### src/hw/rtl/hbsf_pkg.sv
`timescale 1ns / 1ps
`default_nettype none

package hbsf_pkg;

    // Line codes
    localparam logic [7:0] FLAG_BYTE = 8'h7E;
    localparam logic [7:0] ESC_BYTE  = 8'h7D;
    localparam logic [7:0] ESC_XOR   = 8'h20;

    // CRC-16, x^16 + x^12 + x^5 + 1, MSB first
    localparam logic [15:0] CRC_POLY = 16'h1021;
    localparam logic [15:0] CRC_INIT = 16'h0000;

    // Default depth of the queue between front and back
    localparam int QUEUE_DEPTH = 2;

    // One classified input word as it waits for the serializer
    typedef struct packed {
        logic        open;   // frame opens with this word: send opening flag
        logic        last;   // frame closes: send CRC and closing flag
        logic [7:0]  data;
        logic [15:0] crc;    // CRC including this data byte
    } t_entry;

    // Queue status seen by front and back
    typedef struct packed {
        logic full;
        logic not_empty;
    } t_q_stat;

    // Serializer steps, one line byte each
    typedef enum logic [2:0] {
        ST_OPEN,
        ST_DATA,
        ST_DATA_ESC,
        ST_CRC_HI,
        ST_CRC_HI_ESC,
        ST_CRC_LO,
        ST_CRC_LO_ESC,
        ST_CLOSE
    } t_step;

    function automatic logic needs_esc(input logic [7:0] b);
        return (b == ESC_BYTE) || (b == FLAG_BYTE);
    endfunction

    // Byte-wide CRC update, eight shifts of a 16-bit value
    function automatic logic [15:0] crc_byte(input logic [15:0] crc,
                                             input logic [7:0]  b);
        logic [15:0] c;
        c = crc ^ {b, 8'h00};
        for (int i = 0; i < 8; i++) begin
            if (c[15]) begin
                c = {c[14:0], 1'b0} ^ CRC_POLY;
            end else begin
                c = {c[14:0], 1'b0};
            end
        end
        return c;
    endfunction

endpackage

`default_nettype wire

### src/hw/rtl/hbsf_front.sv
`timescale 1ns / 1ps
`default_nettype none

module hbsf_front (
    input  wire logic            i_clk,
    input  wire logic            i_rst_n,
    input  wire logic            i_valid,
    output logic                 o_stall,
    input  wire logic [7:0]      i_data_byte,
    input  wire logic            i_frame_last,
    input  wire hbsf_pkg::t_q_stat i_q_stat,
    output logic                 o_push,
    output hbsf_pkg::t_entry     o_entry
);
    import hbsf_pkg::*;

    logic        r_in_frame;
    logic [15:0] r_crc;
    logic [15:0] n_crc;
    logic        w_accept;
    logic [15:0] w_crc_base;

    assign o_stall  = i_q_stat.full;
    assign w_accept = i_valid && !i_q_stat.full;

    // classify the word and fold its byte into the CRC
    assign w_crc_base = r_in_frame ? r_crc : CRC_INIT;
    assign n_crc      = crc_byte(w_crc_base, i_data_byte);

    assign o_push        = w_accept;
    assign o_entry.open  = !r_in_frame;
    assign o_entry.last  = i_frame_last;
    assign o_entry.data  = i_data_byte;
    assign o_entry.crc   = n_crc;

    // frame state
    always_ff @(posedge i_clk) begin
        if (!i_rst_n) begin
            r_in_frame <= 1'b0;
            r_crc      <= CRC_INIT;
        end else if (w_accept) begin
            if (i_frame_last) begin
                r_in_frame <= 1'b0;
                r_crc      <= CRC_INIT;
            end else begin
                r_in_frame <= 1'b1;
                r_crc      <= n_crc;
            end
        end
    end

endmodule

`default_nettype wire

### src/hw/rtl/hbsf_queue.sv
`timescale 1ns / 1ps
`default_nettype none

module hbsf_queue #(
    parameter int DEPTH = hbsf_pkg::QUEUE_DEPTH
) (
    input  wire logic             i_clk,
    input  wire logic             i_rst_n,
    input  wire logic             i_push,
    input  wire hbsf_pkg::t_entry i_entry,
    input  wire logic             i_pop,
    output hbsf_pkg::t_entry      o_entry,
    output hbsf_pkg::t_q_stat     o_stat
);
    import hbsf_pkg::*;

    localparam int AW = (DEPTH > 1) ? $clog2(DEPTH) : 1;
    localparam int CW = $clog2(DEPTH + 1);
    localparam logic [AW-1:0] LAST_PTR = AW'(DEPTH - 1);
    localparam logic [CW-1:0] FULL_CNT = CW'(DEPTH);

    t_entry        r_mem [DEPTH];
    logic [AW-1:0] r_wp;
    logic [AW-1:0] r_rp;
    logic [CW-1:0] r_cnt;
    logic          w_push;
    logic          w_pop;

    assign o_stat.full      = (r_cnt == FULL_CNT);
    assign o_stat.not_empty = (r_cnt != '0);
    assign w_push = i_push && !o_stat.full;
    assign w_pop  = i_pop && o_stat.not_empty;
    assign o_entry = r_mem[r_rp];

    // storage
    always_ff @(posedge i_clk) begin
        if (w_push) begin
            r_mem[r_wp] <= i_entry;
        end
    end

    // pointers and fill count
    always_ff @(posedge i_clk) begin
        if (!i_rst_n) begin
            r_wp  <= '0;
            r_rp  <= '0;
            r_cnt <= '0;
        end else begin
            if (w_push) begin
                r_wp <= (r_wp == LAST_PTR) ? '0 : r_wp + 1'b1;
            end
            if (w_pop) begin
                r_rp <= (r_rp == LAST_PTR) ? '0 : r_rp + 1'b1;
            end
            if (w_push && !w_pop) begin
                r_cnt <= r_cnt + 1'b1;
            end else if (w_pop && !w_push) begin
                r_cnt <= r_cnt - 1'b1;
            end
        end
    end

endmodule

`default_nettype wire

### src/hw/rtl/hbsf_back.sv
`timescale 1ns / 1ps
`default_nettype none

module hbsf_back (
    input  wire logic              i_clk,
    input  wire logic              i_rst_n,
    input  wire hbsf_pkg::t_entry  i_entry,
    input  wire hbsf_pkg::t_q_stat i_q_stat,
    output logic                   o_pop,
    output logic                   o_valid,
    input  wire logic              i_stall,
    output logic [7:0]             o_line_byte,
    output logic                   o_run_last,
    output logic                   o_frame_done
);
    import hbsf_pkg::*;

    // current word being serialized
    t_entry      r_ent;
    logic        r_busy;
    t_step       r_step;
    t_step       n_step;

    // output register
    logic        r_ovalid;
    logic [7:0]  r_obyte;
    logic        r_olast;
    logic        r_odone;

    logic        w_out_free;
    logic        w_emit;
    logic        w_end;
    logic [7:0]  w_byte;
    logic [7:0]  w_crc_hi;
    logic [7:0]  w_crc_lo;

    assign w_crc_hi   = r_ent.crc[15:8];
    assign w_crc_lo   = r_ent.crc[7:0];
    assign w_out_free = !r_ovalid || !i_stall;
    assign w_emit     = r_busy && w_out_free;
    assign o_pop      = i_q_stat.not_empty && (!r_busy || (w_emit && w_end));

    // byte for this step and the step after it
    always_comb begin
        w_byte = r_ent.data;
        w_end  = 1'b0;
        n_step = r_step;
        unique case (r_step)
            ST_OPEN: begin
                w_byte = FLAG_BYTE;
                n_step = ST_DATA;
            end
            ST_DATA: begin
                w_byte = needs_esc(r_ent.data) ? ESC_BYTE : r_ent.data;
                if (needs_esc(r_ent.data)) begin
                    n_step = ST_DATA_ESC;
                end else if (r_ent.last) begin
                    n_step = ST_CRC_HI;
                end else begin
                    w_end = 1'b1;
                end
            end
            ST_DATA_ESC: begin
                w_byte = r_ent.data ^ ESC_XOR;
                if (r_ent.last) begin
                    n_step = ST_CRC_HI;
                end else begin
                    w_end = 1'b1;
                end
            end
            ST_CRC_HI: begin
                w_byte = needs_esc(w_crc_hi) ? ESC_BYTE : w_crc_hi;
                n_step = needs_esc(w_crc_hi) ? ST_CRC_HI_ESC : ST_CRC_LO;
            end
            ST_CRC_HI_ESC: begin
                w_byte = w_crc_hi ^ ESC_XOR;
                n_step = ST_CRC_LO;
            end
            ST_CRC_LO: begin
                w_byte = needs_esc(w_crc_lo) ? ESC_BYTE : w_crc_lo;
                n_step = needs_esc(w_crc_lo) ? ST_CRC_LO_ESC : ST_CLOSE;
            end
            ST_CRC_LO_ESC: begin
                w_byte = w_crc_lo ^ ESC_XOR;
                n_step = ST_CLOSE;
            end
            ST_CLOSE: begin
                w_byte = FLAG_BYTE;
                w_end  = 1'b1;
            end
            default: begin
                w_byte = r_ent.data;
            end
        endcase
    end

    // word load from the queue
    always_ff @(posedge i_clk) begin
        if (o_pop) begin
            r_ent <= i_entry;
        end
    end

    // step register
    always_ff @(posedge i_clk) begin
        if (!i_rst_n) begin
            r_busy <= 1'b0;
            r_step <= ST_OPEN;
        end else if (o_pop) begin
            r_busy <= 1'b1;
            r_step <= i_entry.open ? ST_OPEN : ST_DATA;
        end else if (w_emit) begin
            r_busy <= !w_end;
            r_step <= n_step;
        end
    end

    // output register
    always_ff @(posedge i_clk) begin
        if (!i_rst_n) begin
            r_ovalid <= 1'b0;
        end else if (w_out_free) begin
            r_ovalid <= w_emit;
        end
    end

    always_ff @(posedge i_clk) begin
        if (w_emit) begin
            r_obyte <= w_byte;
            r_olast <= w_end;
            r_odone <= (r_step == ST_CLOSE);
        end
    end

    assign o_valid      = r_ovalid;
    assign o_line_byte  = r_obyte;
    assign o_run_last   = r_olast;
    assign o_frame_done = r_odone;

endmodule

`default_nettype wire

### src/hw/rtl/hdlc_byte_stuff_framer_crc16.sv
// Channel | Direction | Handshake               | Word
// --------+-----------+-------------------------+-----------------------------------------
// in      | input     | i_in_valid / o_in_stall | i_data_byte, i_frame_last
// out     | output    | o_out_valid/i_out_stall | o_line_byte, o_run_last, o_frame_done
//
// While output is not stalled, the serializer sends one line byte per cycle; a word gives
// 1 to 8 (opening flag, data with escape, two CRC bytes with escapes, closing flag).
// A plain in-frame data byte gives one line byte, so such words pass at one a cycle too.
// Input stalls only when the classify queue is full; output stall holds the output register.
// Reset is synchronous, active low: clears frame state, CRC, queue and output valid.
// A word passes the queue, word register and output register before its first line byte.
`timescale 1ns / 1ps
`default_nettype none

module hdlc_byte_stuff_framer_crc16 #(
    parameter int QUEUE_DEPTH = hbsf_pkg::QUEUE_DEPTH
) (
    input  wire logic       i_clk,
    input  wire logic       i_rst_n,
    input  wire logic       i_in_valid,
    output logic            o_in_stall,
    input  wire logic [7:0] i_data_byte,
    input  wire logic       i_frame_last,
    output logic            o_out_valid,
    input  wire logic       i_out_stall,
    output logic [7:0]      o_line_byte,
    output logic            o_run_last,
    output logic            o_frame_done
);
    import hbsf_pkg::*;

    t_q_stat w_q_stat;
    t_entry  w_push_entry;
    t_entry  w_head_entry;
    logic    w_push;
    logic    w_pop;

    // classify and CRC
    hbsf_front u_front (
        .i_clk        (i_clk),
        .i_rst_n      (i_rst_n),
        .i_valid      (i_in_valid),
        .o_stall      (o_in_stall),
        .i_data_byte  (i_data_byte),
        .i_frame_last (i_frame_last),
        .i_q_stat     (w_q_stat),
        .o_push       (w_push),
        .o_entry      (w_push_entry)
    );

    // decoupling queue
    hbsf_queue #(
        .DEPTH (QUEUE_DEPTH)
    ) u_queue (
        .i_clk   (i_clk),
        .i_rst_n (i_rst_n),
        .i_push  (w_push),
        .i_entry (w_push_entry),
        .i_pop   (w_pop),
        .o_entry (w_head_entry),
        .o_stat  (w_q_stat)
    );

    // byte serializer
    hbsf_back u_back (
        .i_clk        (i_clk),
        .i_rst_n      (i_rst_n),
        .i_entry      (w_head_entry),
        .i_q_stat     (w_q_stat),
        .o_pop        (w_pop),
        .o_valid      (o_out_valid),
        .i_stall      (i_out_stall),
        .o_line_byte  (o_line_byte),
        .o_run_last   (o_run_last),
        .o_frame_done (o_frame_done)
    );

endmodule

`default_nettype wire

### config.mk
export PLATFORM = sky130hd
export DESIGN_NAME = hdlc_byte_stuff_framer_crc16
export DESIGN_NICKNAME = d
export VERILOG_FILES = /design/src/hw/rtl/hbsf_pkg.sv /design/src/hw/rtl/hbsf_front.sv /design/src/hw/rtl/hbsf_queue.sv /design/src/hw/rtl/hbsf_back.sv /design/src/hw/rtl/hdlc_byte_stuff_framer_crc16.sv
export SDC_FILE = /design/constraint.sdc
export NUM_CORES = 1
export LEC_CHECK = 0
export BUFFER_PORTS_ARGS = -buffer_cell sky130_fd_sc_hd__buf_2
export CAP_MARGIN = 25
export CORE_MARGIN = 4
export CORE_UTILIZATION = 45
export DETAILED_ROUTE_END_ITERATION = 8
export GPL_TIMING_DRIVEN = 0
export PLACE_DENSITY = 0.66
export SLEW_MARGIN = 20
export SYNTH_ARGS = -nofsm -noshare
export SYNTH_HDL_FRONTEND = slang
export SYNTH_HIERARCHICAL = 1
export SYNTH_SLANG_ARGS = --single-unit
export TNS_END_PERCENT = 50
### constraint.sdc
create_clock -name i_clk -period 3.68 [get_ports i_clk]
set_clock_uncertainty 0.15 [all_clocks]
set_input_delay 0.184 -clock i_clk [delete_from_list [all_inputs] [get_ports i_clk]]
set_output_delay 0.184 -clock i_clk [all_outputs]
set_load 0.005 [all_outputs]
# Yosys cells after proc, flatten, opt, wreduce, memory -nomap -nowiden

Memories as Yosys holds them, arrays and structs flattened. A register that Yosys moved wholly into a read port is not among the register bits.
Cells that the tools add are included.

Bits of input ports: 13
Logic and storage cells: 109
Bits in registers: 61
Memories: 1
Bits in latches: 0
Memory bits (writable): 52
ROM bits: 0

Memories:

| memory        | words | bits a word | rd ports | clocked after Yosys merged registers in | wr ports | line             | source |
|---|---|---|---|---|---|---|---|
| u_queue.r_mem | 2     | 26          | 1        | 1                                       | 1        | hbsf_queue.sv:22 | `t_entry r_mem [DEPTH];` |

Shifts and indexed selects: 0
Div/mod/pow operators: 0
Equality and inequality tests: 14
Mux-type cells: 36
Bitwise logic cells: 12
Multipliers: 0
Add/subtract/negate cells: 4
$lt $le $gt $ge: 0
Reductions and logical operators: 28

Operator list:

| operator                                                               | number |
|---|---|
| 13-bit two-way mux                                                     | 8 |
| 8-bit case mux with 7 select lines                                     | 1 |
| 8-bit by 7-bit equality test with 1-bit output (second input constant) | 6 |
| 16-bit two-way mux                                                     | 2 |
| 8-bit two-way mux                                                      | 3 |
| 3-bit inverter                                                         | 8 |
| 3-bit case mux with 7 select lines                                     | 1 |
| 16-bit XOR                                                             | 1 |
| 1-bit two-way mux                                                      | 14 |
| 3-bit equality test (second input constant)                            | 4 |
| 3-bit two-way mux                                                      | 4 |
| 1-bit logical AND                                                      | 8 |
| 1-bit logical NOT                                                      | 8 |
| 8-bit nonzero test                                                     | 1 |
| 3-bit by 2-bit equality test with 1-bit output (second input constant) | 2 |
| 2-bit nonzero test                                                     | 3 |
| 1-bit logical OR                                                       | 5 |
| 2-bit two-way mux                                                      | 2 |
| 3-bit by 1-bit equality test with 1-bit output (second input constant) | 1 |
| 3-bit logical NOT                                                      | 1 |
| 1-bit inverter                                                         | 3 |
| 1-bit case mux with 3 select lines                                     | 1 |
| 1-bit adder (second input constant)                                    | 2 |
| 2-bit by 1-bit adder with 2-bit output (second input constant)         | 1 |
| other kinds (4)                                                        | 4 |

# Depth between registers and ports, before layout

Depth after elaboration: 19
Gate-level depth with buffers: 12
Depth with buffers taken out: 10

# Cells and area by module

Netlist, hierarchy kept.

By module, submodules not included:

| module     | seq. area each (um^2) | times used | area an instance (um^2) | cells an instance |
|---|---|---|---|---|
| hbsf_queue | 1661.6                | 1          | 2110.8                  | 106 |
| hbsf_back  | 1151.1                | 1          | 1813.0                  | 143 |
| hbsf_front | 340.3                 | 1          | 1251.2                  | 139 |

# Worst setup path after synthesis

No wires, ideal clock.

Path kind: register to register
Start: register u_back/r_ent[16] (netlist bit)
End: register u_queue.r_cnt[1]
Cell stages (with the launch flop): 8
Path slack: 589 ps
Setup time: 70 ps
Arrival time: 2871 ps
Path buffers: 0
Cell sequence: edfxtp_1 xnor2_1 o311ai_4 a31oi_2 o21ai_1 ha_1 or3_1 a21boi_1

Word-level cells in the longest chain between the ends: 11
Elaborated cells on any way between the ends: 14
Classes of those cells: 2 x eq/ne; 3 x mux; 9 x reduce/logical

RTL lines:

| item                                                    | line                               | source |
|---|---|---|
| from (decl)                                             | hbsf_back.sv:19                    | `t_entry r_ent;` |
| from (signal assigned)                                  | hbsf_back.sv:100                   | `r_ent <= i_entry;` |
| 8-bit by 7-bit equality test with 1-bit output          | hbsf_pkg.sv:45                     | `return (b == ESC_BYTE) \|\| (b == FLAG_BYTE);` |
| 1-bit logical OR *                                      | hbsf_pkg.sv:45                     |  |
| 1-bit two-way mux *                                     | hbsf_back.sv:55                    | `if (needs_esc(r_ent.data)) begin` |
| 1-bit case mux with 3 select lines *                    | hbsf_back.sv:48                    | `unique case (r_step)` |
| 1-bit logical AND *                                     | hbsf_back.sv:41                    | `assign o_pop = i_q_stat.not_empty && (!r_busy \|\| (w_emit && w_end));` |
| 1-bit logical OR *                                      | hbsf_back.sv:41                    |  |
| 1-bit logical AND *                                     | hbsf_back.sv:41                    |  |
| net w_pop                                               | hdlc_byte_stuff_framer_crc16.sv:36 | `logic w_pop;` |
| 1-bit logical AND *                                     | hbsf_queue.sv:32                   | `assign w_pop = i_pop && o_stat.not_empty;` |
| 1-bit logical NOT                                       | hbsf_queue.sv:55                   | `if (w_push && !w_pop) begin` |
| 1-bit logical AND                                       | hbsf_queue.sv:55                   |  |
| 2-bit two-way mux or 2-bit nonzero test (tied branches) | -                                  |  |
| to (signal assigned)                                    | hbsf_queue.sv:56                   | `r_cnt <= r_cnt + 1'b1;` |
| to (signal assigned)                                    | hbsf_queue.sv:58                   | `r_cnt <= r_cnt - 1'b1;` |
| to (decl)                                               | hbsf_queue.sv:25                   | `logic [CW-1:0] r_cnt;` |

The timed path passes the listed nets; every way through them passes the cells marked *.
A chain may end at the register's enable or synchronous reset.

==> results.ini <==
[grt]
grt_overflow=0
antenna_found_initial=0
grt_first_pass_wirelength_mm=16.3
grt_use_total_pct=16.5
grt_pass1_vias=3131
grt_max_degree=27

[power_and_ir_drop]
p_per_area_nw_per_um2=762
leakagePower_nw=2.26
peakVddDrop_mv=0.390

[cts]
clkTransAtPathRegs_ps=50
numCtsBuffers=17
cts-root-buf=clkbuf_16
h-tree-depth=4
cts-resized-gates=0
insertion_delay_ps=410
hold_buffers=9
post_cts_buffers=0
clock-sinks=114
cts_tree=done
clk_path_buf_depth=2

[detailed_routing]
dr.pass1.iters=4
drtAntennaViolNets=0
vias=3072
routedWlPerCell_um=16.4
wl_met3_um=315
top_layer=met4
dr_wl_met2_mm=4.93
drc_errors=0
drtIter0Drc=196
routed_via_density=5.16
m1WireLength_mm=4.44
wl_mm=9.77

[sta]
finalSetupTns_ps=0
fin_ws_ps=621
finalMaxSlewViolations=0
fin_crit_ps=3060
worstMarginPinSlew_ps=969
finalHoldViolations=0
rsz0062_at_grt=false
setup_viol=0
finalCritPeriodShare_pct=83.1
clock.fmax_ghz=0.327
relSlewSlack_pct=34.9

[synthesis]
synth-edff-count=87
syn_nets=402
synthCells=388
synth_cell_types=62
ys_warn_count=6
synth.cell_area_sq_um=5170
seq_area_frac_synth_pct=60.9
async_flop_share_pct=0
synth_ff_type=edfxtp_1
synth_seq_cells=114
syn_avg_cell_area_sq_um=13.3

[layout]
insertedDiodeCount=0
nets=456
area_growth_pct=20.0
drive_above_1_share_pct=27.3
stdcell_count=595
final_area_sq_um=6210

[floorplanning]
boundaryPins=25
start_util_pct=46.9
chipWidth_um=115
die-area_sq_um=13300
rows=38
die_h_um=115
core_sq_um=11000

[placement]
placed_cells=554
gp_congestion=0.873
portBuffers=24
dpl.hpwl_mm=6.93
placed_area_sq_um=5530
place_ws_ps=627

[run_status]
outcome=finished clean

[min_path]
hold_class=in -> reg

[critical_path]
worstPathArrival_ps=3250
critPathMaxFanout=10
end_kind=flop
critPathKind=reg -> reg
startpoint_type=flop
crit_required_ps=3870

[job]
maxCapViolCount=0

[path summary, 6_finish.rpt]
| path | from | end | slack, ps | cells past startpoint |
|---|---|---|---|---|
| setup / recovery | u_queue/r_cnt[0]$_SDFFE_PN0P_ | u_queue/r_cnt[1]$_SDFFE_PN0P_ | 620 | 11 |
| hold / removal | i_data_byte[4] | u_queue/r_mem[0][20]$_DFFE_PP_ | 30 | 2 |
| setup reg to reg | u_queue/r_cnt[0]$_SDFFE_PN0P_ | u_queue/r_cnt[1]$_SDFFE_PN0P_ | 620 | 11 |
| hold reg to reg | u_front/r_crc[1]$_SDFFE_PN0P_ | u_front/r_crc[1]$_SDFFE_PN0P_ | 330 | 2 |
[cell usage after synthesis (2+ instances only)]
library cell	count	area share, %
xnor2_1	9	1.5
inv_1	9	0.65
xor2_1	15	2.5
clkbuf_1	5	0.36
xnor3_1	7	3.0
nand3_1	10	0.97
o311ai_0	4	0.68
nor3_1	6	0.58
nor2b_1	2	0.24
inv_2	2	0.15
a21o_2	2	0.34
nand2_1	23	1.7
a21boi_0	6	0.87
nand3b_1	2	0.29
a21oi_1	18	1.7
mux2i_1	4	0.77
nor2_1	18	1.3
and2_1	10	1.2
a32o_1	7	1.4
nor3b_1	4	0.58
xor2_2	2	0.63
a21o_1	2	0.29
nand2b_1	8	0.97
or2_2	5	0.60
o211ai_1	2	0.29
buf_4	14	2.0
nand4_1	3	0.36
dfxtp_1	27	10
o21ai_0	11	1.1
buf_2	7	0.68
mux2_2	27	5.9
edfxtp_1	87	50
[report_power, final]
| part | internal [mW] | switching, mW |
|---|---|---|
| sequential | 1.82 | 0.157 |
| clock | 1.05 | 0.556 |
| combinational | 0.516 | 0.633 |
| total | 3.39 | 1.35 |
[flip-flops by register name, summed over array words and instances, names as in the netlist, named ones only]
register,count
u_back/o_frame_done,1
u_back/o_line_byte,8
u_back/o_run_last,1
u_back/o_valid,1
u_back/r_busy,1
u_back/r_ent,25
u_back/r_step,3
u_front/r_crc,16
u_front/r_in_frame,1
u_queue/r_cnt,2
u_queue/r_mem,52
u_queue/r_rp,1
u_queue/r_wp,1
[per-layer routing]
layer / track usage, % / vias to the layer above
li1: - / 1538
met1: 20.9 / 1477
met2: 25.9 / 49
met3: 5.79 / 8
met4: 6.49 / 0
met5: 0 / -
[kinds of logic after synthesis]
| group | Yosys count | share of synthesized area, % |
|---|---|---|
| compound gates | 72 | 10.4 |
| xor+xnor | 33 | 7.74 |
| fa+ha+maj | 1 | 0.242 |
| buf+inv | 39 | 4.04 |
| flops | 114 | 60.9 |
| mux | 31 | 6.65 |
| simple gates | 98 | 10.0 |
[metrics by stage]
stage / hold slack [ps] / power, mW / utilization (%)
after floorplan: 152 / 2.76 / -
after global placement: 301 / 3.05 / 49.6
after detailed placement: 315 / 3.14 / 50.1
after CTS: 12.6 / 4.79 / 56.3
after global routing: 22.3 / 4.99 / 56.3
final: 31.4 / 4.74 / 56.3
[layout by cell type, fill, tap and decap left out, drive strengths merged, types with 2 or more instances in the layout]
cell type and count:
edfxtp 87, buf 47, mux2 27, dfxtp 27, nand2 23, clkbuf 23
nor2 18, a21oi 18, xor2 17, o21ai 12, inv 11, and2 10
nand3 10, dlygate4sd3 9, xnor2 9, nand2b 9, clkinvlp 7, xnor3 7
a32o 7, nor3 7, a21boi 7, clkinv 6, or2 5, o311ai 5
nor3b 5, mux2i 4, a21o 4, bufinv 3, nand4 3, o211ai 2
nor2b 2, nand3b 2, a221oi 2, a31oi 2, o31ai 2
[cell type report]
cell class | count | area [sq um]
Clock inverter | 15 | 168
Buffer | 27 | 164
Tap cell | 140 | 175
Sequential cell | 114 | 3150
Multi-Input combinational cell | 235 | 1830
Fill cell | 916 | 4820
Clock buffer | 17 | 425
Inverter | 12 | 45.0
Timing Repair Buffer | 35 | 253
[critical path, stage by stage, from the launching register on]
cell      delay (ps)
dfxtp_1          350
nand2b_1         200
inv_2            110
nand2b_1         140
clkbuf_1         410
clkbuf_1         450
inv_1            150
inv_1            140
nor2_1            70
ha_1             330
or3_1            370
a21boi_1         140
Power figures use the tool's default switching activity.
